==> src/design/tcw_pkg.sv <==
// Shared types, constants and the colour letter decoder of the text console writer.
// No dependencies.
`default_nettype none

package tcw_pkg;

    localparam int DEF_COLS   = 80;
    localparam int DEF_ROWS   = 25;
    localparam int POS_W      = 11;
    localparam int COLOR_W    = 4;
    localparam int CFG_IDX_W  = 1;
    localparam int CFG_DATA_W = 4;
    localparam int TAB_STEP   = 8;

    localparam logic [COLOR_W-1:0] RESET_FG = 4'hF;
    localparam logic [COLOR_W-1:0] RESET_BG = 4'h9;

    localparam logic [CFG_IDX_W-1:0] CFG_RESET_FG = 1'b0;
    localparam logic [CFG_IDX_W-1:0] CFG_RESET_BG = 1'b1;

    localparam logic [7:0] CH_BS    = 8'h08;
    localparam logic [7:0] CH_TAB   = 8'h09;
    localparam logic [7:0] CH_LF    = 8'h0A;
    localparam logic [7:0] CH_CR    = 8'h0D;
    localparam logic [7:0] CH_SPACE = 8'h20;
    localparam logic [7:0] CH_AMP   = 8'h26;
    localparam logic [7:0] CH_UX    = 8'h58;
    localparam logic [7:0] CH_CARET = 8'h5E;
    localparam logic [7:0] CH_LX    = 8'h78;
    localparam logic [7:0] CH_NUL   = 8'h00;

    typedef struct packed {
        logic [7:0] char_code;
        logic       message_start;
        logic       escapes_on;
    } t_in_word;

    typedef struct packed {
        logic [POS_W-1:0] cursor_index;
        logic             cell_written;
        logic [POS_W-1:0] cell_addr;
        logic [15:0]      cell_value;
        logic             scrolled;
    } t_out_word;

    typedef struct packed {
        logic load_in;
        logic commit;
        logic scroll_go;
    } t_ctl_cmd;

    typedef struct packed {
        logic scroll;
    } t_dp_stat;

    typedef struct packed {
        logic               hit;
        logic [COLOR_W-1:0] color;
    } t_color_lu;

    function automatic t_color_lu color_of(input logic [7:0] ch);
        t_color_lu r;
        r.hit = 1'b1;
        unique case (ch)
            8'h64: r.color = 4'd0;   // d
            8'h62: r.color = 4'd1;   // b
            8'h67: r.color = 4'd2;   // g
            8'h63: r.color = 4'd3;   // c
            8'h72: r.color = 4'd4;   // r
            8'h6D: r.color = 4'd5;   // m
            8'h59: r.color = 4'd6;   // Y
            8'h57: r.color = 4'd7;   // W
            8'h44: r.color = 4'd8;   // D
            8'h42: r.color = 4'd9;   // B
            8'h47: r.color = 4'd10;  // G
            8'h43: r.color = 4'd11;  // C
            8'h52: r.color = 4'd12;  // R
            8'h4D: r.color = 4'd13;  // M
            8'h79: r.color = 4'd14;  // y
            8'h77: r.color = 4'd15;  // w
            default: begin
                r.hit   = 1'b0;
                r.color = 4'd0;
            end
        endcase
        return r;
    endfunction

endpackage

`default_nettype wire

==> src/design/tcw_ctrl.sv <==
// Sequencer of the text console writer: input capture, commit, scroll and clear waits.
// Depends on tcw_pkg.
`default_nettype none

module tcw_ctrl (
    input  wire logic              i_clk,
    input  wire logic              i_rst_n,
    input  wire logic              i_in_valid,
    output logic                   o_in_ready,
    output logic                   o_out_valid,
    input  wire logic              i_out_ready,
    input  wire tcw_pkg::t_dp_stat i_stat,
    input  wire logic              i_scr_busy,
    output tcw_pkg::t_ctl_cmd      o_cmd
);
    import tcw_pkg::*;

    typedef enum logic [1:0] {S_INIT, S_IDLE, S_EXEC, S_SCROLL} t_state;

    t_state r_state, n_state;
    logic   r_out_valid, n_out_valid;

    always_comb begin
        o_cmd.load_in   = (r_state == S_IDLE) && i_in_valid;
        o_cmd.commit    = (r_state == S_EXEC) && (!r_out_valid || i_out_ready);
        o_cmd.scroll_go = o_cmd.commit && i_stat.scroll;
    end

    always_comb begin
        n_state     = r_state;
        n_out_valid = r_out_valid && !i_out_ready;
        unique case (r_state)
            S_INIT:   if (!i_scr_busy) n_state = S_IDLE;
            S_IDLE:   if (i_in_valid) n_state = S_EXEC;
            S_EXEC: begin
                if (o_cmd.commit) begin
                    n_out_valid = 1'b1;
                    n_state     = i_stat.scroll ? S_SCROLL : S_IDLE;
                end
            end
            S_SCROLL: if (!i_scr_busy) n_state = S_IDLE;
            default:  n_state = S_INIT;
        endcase
    end

    always_ff @(posedge i_clk) begin
        if (!i_rst_n) begin
            r_state     <= S_INIT;
            r_out_valid <= 1'b0;
        end else begin
            r_state     <= n_state;
            r_out_valid <= n_out_valid;
        end
    end

    assign o_in_ready  = (r_state == S_IDLE);
    assign o_out_valid = r_out_valid;

endmodule

`default_nettype wire

==> src/design/tcw_screen.sv <==
// Screen cell store with the clear sweep after reset and the one-row scroll sweep.
// Depends on tcw_pkg.
`default_nettype none

module tcw_screen #(
    parameter int SCREEN_COLS = tcw_pkg::DEF_COLS,
    parameter int SCREEN_ROWS = tcw_pkg::DEF_ROWS,
    localparam int CELLS = SCREEN_COLS * SCREEN_ROWS,
    localparam int AW    = $clog2(CELLS)
) (
    input  wire logic          i_clk,
    input  wire logic          i_rst_n,
    input  wire logic          i_scroll_go,
    input  wire logic          i_wr_en,
    input  wire logic [AW-1:0] i_wr_addr,
    input  wire logic [15:0]   i_wr_data,
    input  wire logic [7:0]    i_attr,
    output logic               o_busy
);
    import tcw_pkg::*;

    localparam int MOVE_CNT = CELLS - SCREEN_COLS;

    logic [15:0]   mem [CELLS];
    logic          r_active;
    logic          r_copy;
    logic [AW-1:0] r_idx;
    logic          r_p_valid;
    logic          r_p_copy;
    logic [AW-1:0] r_p_addr;
    logic [15:0]   r_rd_data;
    logic          idx_moves;
    logic [AW-1:0] rd_addr;

    assign idx_moves = r_copy && (r_idx < AW'(MOVE_CNT));
    assign rd_addr   = idx_moves ? (r_idx + AW'(SCREEN_COLS)) : '0;

    // sweep: one cell per cycle, each copy write lands in the cycle after its read
    always_ff @(posedge i_clk) begin
        if (!i_rst_n) begin
            r_active  <= 1'b1;
            r_copy    <= 1'b0;
            r_idx     <= '0;
            r_p_valid <= 1'b0;
        end else begin
            r_p_valid <= r_active;
            if (r_active) begin
                if (r_idx == AW'(CELLS - 1)) begin
                    r_active <= 1'b0;
                end else begin
                    r_idx <= r_idx + 1'b1;
                end
            end else if (i_scroll_go) begin
                r_active <= 1'b1;
                r_copy   <= 1'b1;
                r_idx    <= '0;
            end
        end
    end

    always_ff @(posedge i_clk) begin
        r_p_addr  <= r_idx;
        r_p_copy  <= idx_moves;
        r_rd_data <= mem[rd_addr];
        if (r_p_valid) begin
            mem[r_p_addr] <= r_p_copy ? r_rd_data : {i_attr, CH_NUL};
        end else if (i_wr_en) begin
            mem[i_wr_addr] <= i_wr_data;
        end
    end

    assign o_busy = r_active || r_p_valid;

endmodule

`default_nettype wire

==> src/design/tcw_datapath.sv <==
// Cursor, colour and escape registers, step logic and result register.
// Depends on tcw_pkg.
`default_nettype none

module tcw_datapath #(
    parameter int SCREEN_COLS = tcw_pkg::DEF_COLS,
    parameter int SCREEN_ROWS = tcw_pkg::DEF_ROWS,
    localparam int CELLS = SCREEN_COLS * SCREEN_ROWS,
    localparam int AW    = $clog2(CELLS)
) (
    input  wire logic                                i_clk,
    input  wire logic                                i_rst_n,
    input  wire tcw_pkg::t_in_word                   i_in_word,
    input  wire tcw_pkg::t_ctl_cmd                   i_cmd,
    input  wire logic                                i_cfg_we,
    input  wire logic [tcw_pkg::CFG_IDX_W-1:0]       i_cfg_idx,
    input  wire logic [tcw_pkg::CFG_DATA_W-1:0]      i_cfg_data,
    output tcw_pkg::t_dp_stat                        o_stat,
    output tcw_pkg::t_out_word                       o_out_word,
    output logic                                     o_wr_en,
    output logic [AW-1:0]                            o_wr_addr,
    output logic [15:0]                              o_wr_data,
    output logic [7:0]                               o_attr
);
    import tcw_pkg::*;

    localparam int CW  = $clog2(SCREEN_COLS);
    localparam int CTW = $clog2(SCREEN_COLS + TAB_STEP);
    localparam int RW  = $clog2(SCREEN_ROWS);
    localparam int RTW = $clog2(SCREEN_ROWS + 1);

    t_in_word           r_in;
    t_out_word          r_out;
    logic [CW-1:0]      r_col, n_col;
    logic [RW-1:0]      r_row, n_row;
    logic [COLOR_W-1:0] r_cur_fg, r_cur_bg, r_sav_fg, r_sav_bg;
    logic [COLOR_W-1:0] n_cur_fg, n_cur_bg, sav_fg, sav_bg;
    logic               r_pend_bg, r_pend_fg, n_pend_bg, n_pend_fg;

    t_color_lu          lu;
    logic [7:0]         ch;
    logic               pend_bg, pend_fg, do_put, wr, scroll;
    logic [CTW-1:0]     col_t;
    logic [RTW-1:0]     row_t;
    logic [AW-1:0]      addr, pos;
    logic [AW+POS_W-1:0] addr_x, pos_x;
    logic [15:0]        value;

    always_comb begin
        ch      = r_in.char_code;
        lu      = color_of(ch);
        pend_bg = r_pend_bg && !r_in.message_start;
        pend_fg = r_pend_fg && !r_in.message_start;
        sav_fg  = r_in.message_start ? r_cur_fg : r_sav_fg;
        sav_bg  = r_in.message_start ? r_cur_bg : r_sav_bg;

        n_cur_fg  = r_cur_fg;
        n_cur_bg  = r_cur_bg;
        n_pend_bg = 1'b0;
        n_pend_fg = 1'b0;
        do_put    = 1'b0;
        if (!r_in.escapes_on) begin
            do_put = 1'b1;
        end else if (pend_bg || pend_fg) begin
            if (lu.hit) begin
                if (pend_bg) n_cur_bg = lu.color;
                else         n_cur_fg = lu.color;
            end else if (ch == CH_LX || ch == CH_UX) begin
                if (pend_bg) n_cur_bg = sav_bg;
                else         n_cur_fg = sav_fg;
            end else begin
                do_put = 1'b1;
            end
        end else if (ch == CH_CARET) begin
            n_pend_bg = 1'b1;
        end else if (ch == CH_AMP) begin
            n_pend_fg = 1'b1;
        end else begin
            do_put = 1'b1;
        end

        col_t = CTW'(r_col);
        row_t = RTW'(r_row);
        wr    = 1'b0;
        if (do_put) begin
            case (ch)
                CH_BS:  if (r_col != '0) col_t = CTW'(r_col) - 1'b1;
                CH_TAB: col_t = CTW'(r_col) + CTW'(TAB_STEP);
                CH_CR:  col_t = '0;
                CH_LF: begin
                    col_t = '0;
                    row_t = RTW'(r_row) + 1'b1;
                end
                default: begin
                    if (ch >= CH_SPACE) begin
                        wr    = 1'b1;
                        col_t = CTW'(r_col) + 1'b1;
                    end
                end
            endcase
        end
        if (col_t >= CTW'(SCREEN_COLS)) begin
            col_t = '0;
            row_t = row_t + 1'b1;
        end
        scroll = (row_t >= RTW'(SCREEN_ROWS));
        n_col  = col_t[CW-1:0];
        n_row  = scroll ? RW'(SCREEN_ROWS - 1) : row_t[RW-1:0];

        addr   = AW'(SCREEN_COLS) * AW'(r_row) + AW'(r_col);
        pos    = AW'(SCREEN_COLS) * AW'(n_row) + AW'(n_col);
        addr_x = {{POS_W{1'b0}}, addr};
        pos_x  = {{POS_W{1'b0}}, pos};
        value  = {r_cur_bg, r_cur_fg, ch};
    end

    assign o_stat.scroll = scroll;
    assign o_wr_en       = i_cmd.commit && wr;
    assign o_wr_addr     = addr;
    assign o_wr_data     = value;
    assign o_attr        = {r_cur_bg, r_cur_fg};
    assign o_out_word    = r_out;

    always_ff @(posedge i_clk) begin
        if (!i_rst_n) begin
            r_col     <= '0;
            r_row     <= '0;
            r_cur_fg  <= RESET_FG;
            r_cur_bg  <= RESET_BG;
            r_sav_fg  <= RESET_FG;
            r_sav_bg  <= RESET_BG;
            r_pend_bg <= 1'b0;
            r_pend_fg <= 1'b0;
        end else if (i_cmd.commit) begin
            r_col     <= n_col;
            r_row     <= n_row;
            r_cur_fg  <= n_cur_fg;
            r_cur_bg  <= n_cur_bg;
            r_sav_fg  <= sav_fg;
            r_sav_bg  <= sav_bg;
            r_pend_bg <= n_pend_bg;
            r_pend_fg <= n_pend_fg;
        end else if (i_cfg_we) begin
            unique case (i_cfg_idx)
                CFG_RESET_FG: begin
                    r_cur_fg <= i_cfg_data;
                    r_sav_fg <= i_cfg_data;
                end
                CFG_RESET_BG: begin
                    r_cur_bg <= i_cfg_data;
                    r_sav_bg <= i_cfg_data;
                end
                default: ;
            endcase
        end
    end

    always_ff @(posedge i_clk) begin
        if (i_cmd.load_in) begin
            r_in <= i_in_word;
        end
        if (i_cmd.commit) begin
            r_out.cursor_index <= pos_x[POS_W-1:0];
            r_out.cell_written <= wr;
            r_out.cell_addr    <= wr ? addr_x[POS_W-1:0] : '0;
            r_out.cell_value   <= wr ? value : '0;
            r_out.scrolled     <= scroll;
        end
    end

endmodule

`default_nettype wire

==> src/design/text_console_writer_top.sv <==
// Top level of the text console writer: sequencer, datapath and screen store.
// Depends on tcw_pkg, tcw_ctrl, tcw_datapath, tcw_screen.
//
//   channel  direction  handshake                 word
//   in       input      i_in_valid / o_in_ready   t_in_word
//   out      output     o_out_valid / i_out_ready t_out_word
//   cfg      input      i_cfg_we (no wait)        i_cfg_idx, i_cfg_data
//
// An ordinary byte is captured, then committed once the output can take a word; the
// commit updates the cursor, writes the cell and loads the result register.
// A scroll holds off input while the store sweeps its cells, moving one cell per cycle.
// After reset o_in_ready stays low while the store is cleared.
// A stalled output holds one word; the next input word is still captured.
`default_nettype none

module text_console_writer_top #(
    parameter int SCREEN_COLS = tcw_pkg::DEF_COLS,
    parameter int SCREEN_ROWS = tcw_pkg::DEF_ROWS
) (
    input  wire logic                           i_clk,
    input  wire logic                           i_rst_n,
    input  wire logic                           i_in_valid,
    output logic                                o_in_ready,
    input  wire tcw_pkg::t_in_word              i_in_word,
    output logic                                o_out_valid,
    input  wire logic                           i_out_ready,
    output tcw_pkg::t_out_word                  o_out_word,
    input  wire logic                           i_cfg_we,
    input  wire logic [tcw_pkg::CFG_IDX_W-1:0]  i_cfg_idx,
    input  wire logic [tcw_pkg::CFG_DATA_W-1:0] i_cfg_data
);
    import tcw_pkg::*;

    localparam int AW = $clog2(SCREEN_COLS * SCREEN_ROWS);

    t_ctl_cmd      cmd;
    t_dp_stat      stat;
    logic          scr_busy;
    logic          wr_en;
    logic [AW-1:0] wr_addr;
    logic [15:0]   wr_data;
    logic [7:0]    attr;

    tcw_ctrl u_ctrl (
        .i_clk       (i_clk),
        .i_rst_n     (i_rst_n),
        .i_in_valid  (i_in_valid),
        .o_in_ready  (o_in_ready),
        .o_out_valid (o_out_valid),
        .i_out_ready (i_out_ready),
        .i_stat      (stat),
        .i_scr_busy  (scr_busy),
        .o_cmd       (cmd)
    );

    tcw_datapath #(
        .SCREEN_COLS (SCREEN_COLS),
        .SCREEN_ROWS (SCREEN_ROWS)
    ) u_datapath (
        .i_clk      (i_clk),
        .i_rst_n    (i_rst_n),
        .i_in_word  (i_in_word),
        .i_cmd      (cmd),
        .i_cfg_we   (i_cfg_we),
        .i_cfg_idx  (i_cfg_idx),
        .i_cfg_data (i_cfg_data),
        .o_stat     (stat),
        .o_out_word (o_out_word),
        .o_wr_en    (wr_en),
        .o_wr_addr  (wr_addr),
        .o_wr_data  (wr_data),
        .o_attr     (attr)
    );

    tcw_screen #(
        .SCREEN_COLS (SCREEN_COLS),
        .SCREEN_ROWS (SCREEN_ROWS)
    ) u_screen (
        .i_clk       (i_clk),
        .i_rst_n     (i_rst_n),
        .i_scroll_go (cmd.scroll_go),
        .i_wr_en     (wr_en),
        .i_wr_addr   (wr_addr),
        .i_wr_data   (wr_data),
        .i_attr      (attr),
        .o_busy      (scr_busy)
    );

endmodule

`default_nettype wire

==> config.mk <==
export PLATFORM = sky130hd
export DESIGN_NAME = text_console_writer_top
export DESIGN_NICKNAME = d
export VERILOG_FILES = /design/src/design/tcw_pkg.sv /design/src/design/tcw_ctrl.sv /design/src/design/tcw_screen.sv /design/src/design/tcw_datapath.sv /design/src/design/text_console_writer_top.sv
export SDC_FILE = /design/constraint.sdc
export NUM_CORES = 1
export LEC_CHECK = 0
export BUFFER_PORTS_ARGS = -buffer_cell sky130_fd_sc_hd__buf_4
export CORE_MARGIN = 3
export CORE_UTILIZATION = 35
export DETAILED_ROUTE_END_ITERATION = 10
export SYNTH_ARGS = -nofsm -noshare
export SYNTH_HDL_FRONTEND = slang
export SYNTH_SLANG_ARGS = --single-unit
export TNS_END_PERCENT = 50
==> constraint.sdc <==
create_clock -name i_clk -period 6.86 [get_ports i_clk]
set_input_delay 1.029 -clock i_clk [delete_from_list [all_inputs] [get_ports i_clk]]
set_output_delay 1.029 -clock i_clk [all_outputs]
set_load 0.02 [all_outputs]
==> parameters.txt, run 1 <==
Parameter                              Value

Clocking
  # clock sinks    96
  Reg clk slew, reported paths    0.07 ns
  H-Tree Depth    3
  Number of instances resized during post-cts repair    0
  Clock tree from TritonCTS    built
  Post-CTS repair timing setup buffer count    0
  Clk root buf    clkbuf_16
  Clock latency at the later pin of the worst-skew pair    about 0.35 ns
  Quantity of hold-fixing buffers added after cts    0
  Maximum number of buffers from clock root to sink    2
  Number of buffers created by CTS    9

Power
  Net load switching power    0.561 mW
  Final Total Pwr    about 1.8 mW
  Switching share of total power    31.9%
  Combinational share of power    between 20% and 30%
  Worst-case vdd ir drop    between 0.1 and 0.15 mV
  Static Leak    2.54 nW
  Power density over cell area    between 200 and 300 mW/mm^2
  Clock share of power    29.3%
  Sequential Power Share    45.1%
  Internal power    1.20 mW

Detailed routing
  Router iterations before antenna repair    5
  Detailed router's first-iteration violation count    371
  Total DRC errors in the routed layout    0
  Post-detailed-route via-to-cell ratio    5.39
  Post-route ant nets    0
  DR vias    between 4000 and 5000
  Wire length per cell    15.9 um
  Total detailed-routing wirelength    13800 um

Timing
  Final worst path period need    ~5.5 ns
  Slew @ Worst Pin    0.806 ns
  Final count of hold timing violations    0
  Final clock period utilization by the worst path    80.7%
  Unrepaired setup endpoints after global routing    false
  Relative max-transition margin    46.2%
  Fin Hold WS    0.482 ns
  Post-route setup TNS    0 ns
  Peak Freq    181 MHz
  Final Max Slew Viols    0
  Worst Clk Skew    0.00707 ns
  # setup viols final    0

Final layout
  Final non-filler cell total    865
  Post-layout net count    701
  Layout cells sized above 1    16.1%
  Area Overhead vs Synth    16.1%
  Number of antenna repair diodes    0
  Area occupied by multi-input gates    0.00304 mm^2
  Sequential cell area in the final layout    0.00242 mm^2
  Fill cell instance count of the final layout    1553

Die
  Die outline area    0.0178 mm^2
  I/O pins    62
  Number of standard-cell rows in the floorplan    45
  Die Height    133 um
  Die Width    about 130 um
  Floorplan Core Area    0.0155 mm^2
  Starting Density    36.5%

Logic synthesis
  Cell types with the largest area share after synthesis    edfxtp_1 26%, dfxtp_1 16%, ha_1 6.2%
  Flop and latch count out of synthesis    between 90 and 100
  Synthesized area per cell    9.33 um^2
  Sequential-to-total area share from yosys stat    42.7%
  Combined area of all synthesized cells    0.00568 mm^2
  Number of enable flip-flop cells after synthesis    50
  Yosys cell types    around 70
  Leading register cell type out of synthesis    edfxtp_1
  Largest area contributor in the netlist    edfxtp_1
  Synth async-reset ratio    0%
  Warnings from Yosys    0
  Share of the synthesized area in the top cell type    between 20% and 30%
  Synthesized net count    660
  Gate count of the mapped netlist    between 600 and 700

Global route
  Grt ovf    0
  Initial antenna violation count    0
  Overall track demand over capacity in global routing    15.7%
  Number of global-route vias before repair    4509
  Wire length of the first global-routing pass    approximately 23000 um
  Pin count of the biggest net entering global routing    just over 40

Worst setup path
  Arrival time worst endpoint    between 5 and 6 ns
  Data required time at the worst endpoint    6.96 ns
  Sort of element at the start of the critical path    flop
  Crit path max fanout    22
  Critical path type    reg2reg
  Endpoint type of the worst setup path    flop

Flow run
  Max Cap Viol    0

Status
  Outcome    complete, no violations

Place
  Cell Count Post-Placement    between 800 and 900
  Total half-perimeter wirelength after legalization and detailed placement    between 9000 and 10000 um
  Port Buffers    61
  Placer Congestion    approximately 0.85

Min path
  Tightest Hold Check Type    reg2reg
-- layout make-up --
| type | instances | share of cell area (%) |
|---|---|---|
| clock buffer | 11 | 3.68 |
| clock inverter | 5 | 0.969 |
| inverter | 21 | 1.20 |
| sequential | 96 | 36.8 |
| multi-input combinational | 457 | 46.1 |
| tap | 211 | 4.01 |
| timing repair buffer | 64 | 7.29 |
-- registers in the layout, indices dropped and copies added (netlist names), 2 cells and up --
register,cells
u_datapath.r_row,5
u_datapath.r_in,2
u_datapath.r_cur_bg,4
u_datapath.r_col,7
u_screen.r_idx,11
u_datapath.r_sav_bg,4
u_datapath.r_cur_fg,4
u_ctrl.r_state,2
u_datapath.ch,8
u_datapath.r_sav_fg,4
u_datapath.o_out_word,40
-- path summary, 6_finish.rpt --
check | depth (start not counted) | slack (ns) | to | start
setup / recovery | 18 | 1.33 | u_datapath.o_out_word[39] | u_datapath.ch[2]
setup reg to reg | 18 | 1.33 | u_datapath.o_out_word[39] | u_datapath.ch[2]
hold / removal | 2 | 0.48 | u_datapath.r_cur_bg[1] | u_datapath.r_sav_bg[1]
hold reg to reg | 2 | 0.48 | u_datapath.r_cur_bg[1] | u_datapath.r_sav_bg[1]
-- stage by stage --
step	setup slack (ns)	utilization, %	cell area [um^2]
after floorplan	2.52	-	5680
after global placement	1.66	40.4	6280
after detailed placement	1.36	40.4	6280
after CTS	1.37	42.4	6590
after global routing	0.951	42.4	6590
final	1.33	42.4	6590
-- cells in the final DEF (no fill, tap or decap), drive strengths merged, types with 9 or more instances in the layout --
cell type,Yosys,layout
a21oi,39,39
and3,19,19
buf,11,64
clkbuf,23,11
dfxtp,46,46
edfxtp,50,50
ha,28,28
inv,21,23
mux2,9,9
mux2i,14,14
nand2,62,62
nand2b,9,9
nand3,20,20
nor2,55,55
nor2b,16,16
nor3,12,12
o211ai,9,9
o21ai,31,31
or3,10,10
xnor2,17,17
-- cell usage after synthesis (3+ instances only) --
master,instances
mux2_2,9
a31oi_1,3
mux2i_1,13
ha_1,28
nand4_1,7
nor2b_1,16
nor3_1,11
nand2b_1,9
dfxtp_1,46
nand3b_1,4
nor4_1,4
buf_2,9
a21o_1,3
edfxtp_1,50
fa_1,4
a21boi_1,3
and2_1,8
a21oi_1,39
nand3_1,20
o22ai_1,5
or3_1,10
or2_2,4
o31ai_1,6
nor2_1,54
o21ai_0,21
o21ai_1,9
and3_1,18
nand2_1,62
a211oi_1,4
xor2_1,8
a22oi_1,4
clkbuf_1,23
o2111ai_1,3
inv_1,21
xnor2_1,17
o211ai_1,8
-- metal layers --
metal  GRT usage (%)  part of all wire (%)  vias up  routed length (um)
li1                -                     -     2293                   -
met1            21.5                    48     2237                6550
met2            24.7                    46      108                6320
met3            3.70                   4.3       28                 599
met4            5.20                   2.2        0                 310
met5               0                     0        -                   0
-- cell families after synthesis --
kind of cell             after synthesis  share of synthesized area, %
AND/OR/NAND/NOR                      242                          21.9
XOR/XNOR                              25                          3.86
flip-flops                            96                          42.7
multiplexers                          23                          4.32
AO/OA/AOI/OAI                        135                          15.8
buffers and inverters                 55                          3.84
adder cells (fa/ha/maj)               32                          7.58
-- power by group through the flow --
stage / clock [mW] / combinational, mW / sequential, mW
final: 0.517 / 0.451 / 0.794
after detailed placement: 0 / 0.453 / 0.806
after floorplan: 0 / 0.223 / 0.861
after global routing: 0.551 / 0.495 / 0.808
after global placement: 0 / 0.447 / 0.803
after CTS: 0.530 / 0.456 / 0.795
-- worst max-delay path, cell delays in order (launching register included) --
cell	delay (ns)
edfxtp_1	0.73
nor2b_1	0.24
o32ai_2	0.12
o211ai_2	0.24
a2bb2oi_2	0.47
buf_4	0.35
mux2_2	0.41
nor2_2	0.28
nand3_1	0.16
o2111ai_1	0.23
inv_1	0.12
ha_1	0.29
ha_1	0.23
fa_1	0.53
nand2_1	0.10
nor2_1	0.13
o21ai_0	0.12
a221oi_1	0.41
xnor2_1	0.10
(Power assumes the default switching activity.)
==> inputs of run 2 (changes only) <==
--- a/config.mk
+++ b/config.mk
@@ -5,6 +5,7 @@
 export SDC_FILE = /design/constraint.sdc
 export NUM_CORES = 1
 export LEC_CHECK = 0
+export ABC_AREA = 1
 export BUFFER_PORTS_ARGS = -buffer_cell sky130_fd_sc_hd__buf_4
 export CORE_MARGIN = 3
 export CORE_UTILIZATION = 35
==> constraint.sdc (replaced) <==
create_clock -name i_clk -period 5.5 [get_ports i_clk]
set_input_delay 0.825 -clock i_clk [delete_from_list [all_inputs] [get_ports i_clk]]
set_output_delay 0.825 -clock i_clk [all_outputs]
set_load 0.02 [all_outputs]
==> run 2 against run 1 <==
  * Critical path depth up 7
  * Synthesized cell count up 17%
  * Sequential share of layout area fell by 0.24 points
  * Clock skew up 0.0038 ns
  * Sequential cell count stayed put
  * Worst setup slack worse by 0.32 ns
  * Synthesized area is 0.13% higher
  * Maximum frequency is 23% higher
  * Clock-buffer cell count up 1
  * Total power down 7.9%
  * Largest power group unchanged
  * Highest routed layer unchanged
==> parameters.txt, run 2 <==
Parameter                              Value

Logic synthesis
  Sequential-to-total area share from yosys stat    a little over two fifths
  Combined area of all synthesized cells    0.00568 mm^2
  Cell types with the largest area share after synthesis    edfxtp_1 26%, dfxtp_1 16%, nand2_1 9.2%
  Post-synthesis compound-gate area fraction    12.7%
  Yosys cell types    46
  Largest area contributor in the netlist    edfxtp_1
  Xor/xnor share of the synthesized area    4.16%
  Synthesized area per cell    7.96 um^2
  Leading register cell type out of synthesis    edfxtp_1
  Number of enable flip-flop cells after synthesis    50
  Most numerous cell in the Yosys netlist    nand2_1
  Combinational family with the most area after synthesis    simple AND/OR/NAND/NOR gates
  Flop and latch count out of synthesis    96
  Synth async-reset ratio    0%
  Commonest cells in the netlist    140 x nand2_1, 101 x nor2_1, 93 x inv_1
  Share of the synthesized area in the top cell type    a little over a quarter
  Synthesized net count    approximately 770
  Adder and majority gate portion of the synthesized area    under 10%
  Warnings from Yosys    0
  Gate count of the mapped netlist    714
  Basic-gate share of the synthesized area counting and, or, nand and nor cells    25.1%
  Share of synthesized area spent on multiplexers    0%

Min path
  Tightest Hold Check Type    reg2reg
  Endpoint of the worst hold path    u_datapath.r_sav_fg[2]
  Beginning of the worst hold path    u_datapath.r_sav_fg[2]
  Min-Delay Path Depth    2

Timing
  Relative max-transition margin    ~43%
  Slew @ Worst Pin    0.858 ns
  Worst Clk Skew    0.0109 ns
  Final clock period utilization by the worst path    81.8%
  Final worst path period need    4.50 ns
  Final count of hold timing violations    0
  # setup viols final    0
  Unrepaired setup endpoints after global routing    false
  Setup WS post-layout    approximately 1 ns
  Post-route setup TNS    0 ns
  Peak Freq    222 MHz
  Final Max Slew Viols    0

Clocking
  Reg clk slew, reported paths    ~0.070 ns
  Number of instances resized during post-cts repair    0
  # clock sinks    96
  Clock latency at the later pin of the worst-skew pair    approximately 0.35 ns
  H-Tree Depth    3
  Clk root buf    clkbuf_16
  Quantity of hold-fixing buffers added after cts    0
  Clock tree from TritonCTS    built
  Number of buffers created by CTS    9
  Maximum number of buffers from clock root to sink    2
  Post-CTS repair timing setup buffer count    0

Global route
  Initial antenna violation count    0
  Overall track demand over capacity in global routing    14.6%
  Number of global-route vias before repair    4428
  Pin count of the biggest net entering global routing    45
  Wire length of the first global-routing pass    21300 um
  Grt ovf    0

Die
  Floorplan Core Area    0.0155 mm^2
  Starting Density    36.6%
  Number of standard-cell rows in the floorplan    45
  Die outline area    0.0178 mm^2
  Die Width    133 um
  Die Height    133 um
  I/O pins    62

Detailed routing
  Met2 WL post-DR    5710 um
  Detailed-routing wirelength on met1    6290 um
  Routed met3 length    between 600 and 700 um
  Total DRC errors in the routed layout    0
  Router iterations before antenna repair    4
  DR vias    roughly 4800
  Post-route ant nets    0
  Total detailed-routing wirelength    12800 um
  Post-detailed-route via-to-cell ratio    4.84
  Detailed router's first-iteration violation count    roughly 450
  Top Metal Used    met4
  Wire length per cell    13.0 um

Final layout
  Leading cell type in the layout, fill and taps excluded    nand2_1
  Most frequent cells in the layout    140 x nand2_1, 101 x nor2_1, 93 x inv_1
  Number of flip-flops under the largest register name    40
  Area Overhead vs Synth    16.7%
  Post-layout net count    826
  Fill cell instance count of the final layout    1602
  Number of antenna repair diodes    0
  Layout cells sized above 1    between 10% and 20%
  Final Core Density    approximately 43%

Worst setup path
  Crit path max fanout    9
  Endpoint type of the worst setup path    flop
  Register-to-register setup slack    ~1.0 ns
  Data required time at the worst endpoint    5.60 ns
  Worst R2R End    u_datapath.o_out_word[39]
  Reg2reg start    u_datapath.ch[1]
  Critical path type    reg2reg
  Worst r2r path cells    25
  Sort of element at the start of the critical path    flop
  Arrival time worst endpoint    4.60 ns
  Critical path origin    u_datapath.ch[1]

Power
  Clock share of power    35.6%
  Internal power    1.18 mW
  Sequential Power Share    50.6%
  Combinational share of power    ~14%
  Power density over cell area    around 240 mW/mm^2
  Worst-case vdd ir drop    approximately 0.16 mV
  Net load switching power    between 0.4 and 0.5 mW
  Switching share of total power    between 20 and 30%
  Static Leak    2.95 nW

Flow run
  Max Cap Viol    0

Place
  Total half-perimeter wirelength after legalization and detailed placement    ~9500 um
  Minimum setup slack after placement    ~1.0 ns
  Port Buffers    just over 60
  Placer Congestion    0.899

Status
  Outcome    complete, no violations
run 2: changes by cell type in the layout (fill, tap and decap cells not counted), moves of 12 or more:
| cell | previous run | this run |
|---|---|---|
| xor2_1 | 8 | 20 |
| nand2_1 | 62 | 140 |
| nor2b_1 | 16 | 0 |
| inv_1 | 20 | 93 |
| mux2i_1 | 13 | 0 |
| and3_1 | 18 | 0 |
| nand3_1 | 20 | 35 |
| o21ai_0 | 21 | 37 |
| nor2_1 | 54 | 101 |
run 2: logic make-up after synthesis:
family / count (synthesis)
AOI/OAI and AO/OA: 118
xor gates and xnor gates: 27
and+or+nand+nor: 322
buffers and inverters: 119
adders and majority gates: 32
DFF: 96
run 2: worst max-delay path, stage by stage (launching register included):
cell      delay, ns
edfxtp_1       0.49
inv_2          0.13
nand2_1        0.07
nor2_1         0.28
nand2_1        0.12
nand2_1        0.09
nor2_2         0.05
nand2_2        0.09
nor2_4         0.06
nand3_2        0.10
nand3_4        0.14
o21ai_4        0.26
nand2_4        0.12
nand2_1        0.12
nand2_4        0.08
nor2_4         0.13
nand2_1        0.12
nand2_1        0.13
inv_1          0.07
ha_1           0.27
ha_1           0.23
fa_1           0.38
xor2_1         0.24
nand3_1        0.12
xor2_1         0.17
xor2_1         0.15
run 2: per-stage QoR:
step	cells	area [um^2]	hold WS (ns)	total power, mW
global placement	974	6370	0.442	1.06
floorplan	714	5680	0.428	0.990
global route	990	6630	0.494	1.71
CTS	990	6630	0.458	1.64
detailed placement	974	6370	0.443	1.06
finish	990	6630	0.461	1.62
run 2: area by class of cell:
| type | instances | area [um^2] | share of cell area [%] |
|---|---|---|---|
| clock buffers | 12 | 238 | 3.58 |
| multi-input cells | 499 | 2810 | 42.4 |
| well taps | 211 | 264 | 3.98 |
| flip-flops and latches | 96 | 2420 | 36.5 |
| inverters | 105 | 394 | 5.94 |
| repair buffers | 63 | 473 | 7.13 |
| clock inverters | 4 | 27.5 | 0.415 |
run 2: how the worst max path moves through the flow:
stage	end	slack, ns
after global routing	u_datapath.o_out_word[39]	0.56
after global placement	u_datapath.o_out_word[39]	1.07
after CTS	u_datapath.o_out_word[39]	0.99
after floorplan	u_datapath.o_out_word[39]	1.51
after detailed placement	u_datapath.o_out_word[39]	1.00
final	u_datapath.o_out_word[39]	1.00
run 2: power groups by stage:
| stage | registers, mW | clock network [mW] | logic (mW) |
|---|---|---|---|
| floorplan | 0.833 | 0 | 0.157 |
| global placement | 0.836 | 0 | 0.224 |
| detailed placement | 0.836 | 0 | 0.223 |
| CTS | 0.820 | 0.598 | 0.225 |
| global route | 0.825 | 0.628 | 0.256 |
| finish | 0.820 | 0.578 | 0.224 |
run 2: routing by layer:
metal | global-route usage, % | up-vias
met5 | 0 | -
met4 | 4.69 | 0
met3 | 3.63 | 15
met2 | 22.8 | 88
met1 | 20.1 | 2206
li1 | - | 2479
==> inputs of run 3 (changes only) <==
--- a/config.mk
+++ b/config.mk
@@ -5,7 +5,7 @@
 export SDC_FILE = /design/constraint.sdc
 export NUM_CORES = 1
 export LEC_CHECK = 0
-export ABC_AREA = 1
+export ABC_AREA = 0
 export BUFFER_PORTS_ARGS = -buffer_cell sky130_fd_sc_hd__buf_4
 export CORE_MARGIN = 3
 export CORE_UTILIZATION = 35
==> constraint.sdc (replaced) <==
create_clock -name i_clk -period 3.7 [get_ports i_clk]
set_input_delay 0.555 -clock i_clk [delete_from_list [all_inputs] [get_ports i_clk]]
set_output_delay 0.555 -clock i_clk [all_outputs]
set_load 0.02 [all_outputs]
==> run 3 against run 2 <==
  * The flow now finishes with violations (setup timing)
  * Largest power group unchanged
  * First-iteration DRC count shrank 36%
  * Sequential power is 74% higher
  * Non-clock buffer count grew 113
  * Clock skew decreased by 0.0025 ns
  * Total power up 110%
  * Critical endpoint unchanged
  * Sequential cell count unchanged
  * Clock power rose by 55%
  * Sequential share of layout area shrank 5.0 points
  * Global-route usage up 2.5 points
  * Utilization is 6.8 points higher
==> parameters.txt, run 3 (synthesis gave the netlist of run 1 again) <==
Parameter                              Value

Detailed routing
  Total detailed-routing wirelength    14800 um
  Total DRC errors in the routed layout    0
  Wire length per cell    around 15 um
  Post-detailed-route via-to-cell ratio    5.21
  DR vias    5092
  Detailed router's first-iteration violation count    292
  Post-route ant nets    0
  Router iterations before antenna repair    4

Power
  Worst-case vdd ir drop    between 0.2 and 0.3 mV
  Static Leak    3.15 nW
  Final Total Pwr    between 3 and 4 mW
  Power density over cell area    roughly 430 mW/mm^2

Global route
  Number of global-route vias before repair    5102
  Pin count of the biggest net entering global routing    38
  Wire length of the first global-routing pass    24700 um
  Grt ovf    0
  Initial antenna violation count    0
  Overall track demand over capacity in global routing    17.1%

Final layout
  Number of flip-flops under the largest register name    40
  Post-layout net count    813
  Most frequent cells in the layout    175 x buf_4, 61 x nand2_1, 50 x nor2_1, 50 x edfxtp_1, 46 x dfxtp_1
  Fill cell instance count of the final layout    ~1500
  Sequential cell area in the final layout    0.00242 mm^2
  Layout cells sized above 1    33.2%
  Number of antenna repair diodes    0
  Area Overhead vs Synth    35.3%
  Leading cell type in the layout, fill and taps excluded    buf_4
  Area occupied by multi-input gates    0.00331 mm^2

Worst setup path
  Top cell family by delay on the critical path    compound AO/OA/AOI/OAI gates
  Sort of element at the start of the critical path    flop
  Cell chain of the critical path    buf_6 -> and3b_2 -> o32ai_4 -> o211ai_2 -> a2bb2oi_4 -> mux2i_2 -> nand2_1 -> or3_1 -> o2111ai_2 -> inv_2 -> ha_4 -> ha_4 -> fa_2 -> nand2_4 -> nor2_4 -> o21ai_2 -> a221oi_2 -> xnor2_1
  Crit path max fanout    5
  Standard cell with the maximum stage delay on the critical path    fa_2
  Data required time at the worst endpoint    3.81 ns
  Arrival time worst endpoint    between 4 and 5 ns
  Worst path most repeated cell    ha_4
  Number of buffers and inverters on the critical path    2
  Critical Path Max Stage Delay    0.56 ns
  Critical path type    reg2reg
  Endpoint type of the worst setup path    flop

Flow run
  Max Cap Viol    0

Clocking
  Number of buffers created by CTS    9
  Clk root buf    clkbuf_16
  Maximum number of buffers from clock root to sink    2
  Reg clk slew, reported paths    0.07 ns
  # clock sinks    96
  Clock latency at the later pin of the worst-skew pair    0.36 ns
  H-Tree Depth    3
  Clock tree from TritonCTS    built
  Quantity of hold-fixing buffers added after cts    0

Place
  Port Buffers    a little over 60
  Total half-perimeter wirelength after legalization and detailed placement    about 11000 um
  Placer Congestion    0.862

Status
  Outcome    complete, but fails checks
  Violations in the final reports    setup timing

Timing
  Setup WS post-layout    -0.483 ns
  Worst Clk Skew    0.00835 ns
  Unrepaired setup endpoints after global routing    true
  Final Max Slew Viols    0
  Post-route setup TNS    -0.753 ns
  Final clock period utilization by the worst path    113%
  Relative max-transition margin    between 40% and 50%
  Final count of hold timing violations    0
  Final worst path period need    4.18 ns
  Slew @ Worst Pin    ~0.76 ns
  # setup viols final    3
  Peak Freq    239 MHz

Die
  Floorplan Core Area    0.0155 mm^2
  Number of standard-cell rows in the floorplan    45
  I/O pins    62
  Die Height    133 um
  Die outline area    ~0.018 mm^2
  Die Width    about 130 um
  Starting Density    approximately 37%

Min path
  Tightest Hold Check Type    in2reg
==> run 3: cell count changes in the layout (fill, tap and decap cells not counted), moves of 13 or more <==
cell and change:
inv_1 -74, nor2_1 -51, nand2_1 -79, o21ai_0 -18, nor2b_1 +14, xor2_1 -13, and3_1 +17, nand3_1 -19
buf_4 +112
==> run 3: layout make-up <==
cell class / count / share of cell area (%)
clock inverter: 7 / 0.700
timing repair buffer: 176 / 17.3
sequential: 96 / 31.5
tap: 211 / 3.44
clock buffer: 9 / 2.93
multi-input combinational: 457 / 43.1
inverter: 21 / 1.03
==> run 3: metrics by stage <==
step	instance area, um^2	utilization (%)	setup WS (ns)	instances	hold slack (ns)
CTS	7610	49.0	-0.448	975	0.353
floorplan	5810	-	-0.418	608	0.445
finish	7680	49.4	-0.483	977	0.367
detailed placement	7200	46.3	-0.644	953	0.471
global route	7680	49.4	-0.689	977	0.350
global placement	7200	46.3	-0.495	953	0.463
==> run 3: path summary, 6_finish.rpt <==
check,depth (start not counted),slack (ns),from,endpoint
min reg2reg,2,0.48,u_datapath.r_sav_bg[2],u_datapath.r_cur_bg[2]
max reg2reg,18,-0.48,u_datapath.ch[2],u_datapath.o_out_word[39]
min,1,0.37,i_in_word[8],u_datapath.ch[6]
max,18,-0.48,u_datapath.ch[2],u_datapath.o_out_word[39]
==> run 3: power by group <==
group / internal [mW] / total (mW) / switching, mW
registers: 1.35 / 1.43 / 0.0846
logic: 0.429 / 1.00 / 0.575
clock network: 0.463 / 0.894 / 0.431
total: 2.24 / 3.33 / 1.09
==> run 3: layer usage <==
layer	track usage [%]	up-vias	routed length, um	part of all wire [%]
met5	0	-	0	0
met2	29.4	122	7400	50
met1	21.4	2431	6510	44
met3	2.57	26	560	3.8
li1	-	2513	-	-
met4	7.49	0	359	2.4
==> run 3: repair_timing <==
action | in CTS | in global routing
pin swaps | 12 | 3
setup buffers | 6 | 2
gates resized for setup | 21 | 10
setup endpoints to repair | 4 | 5
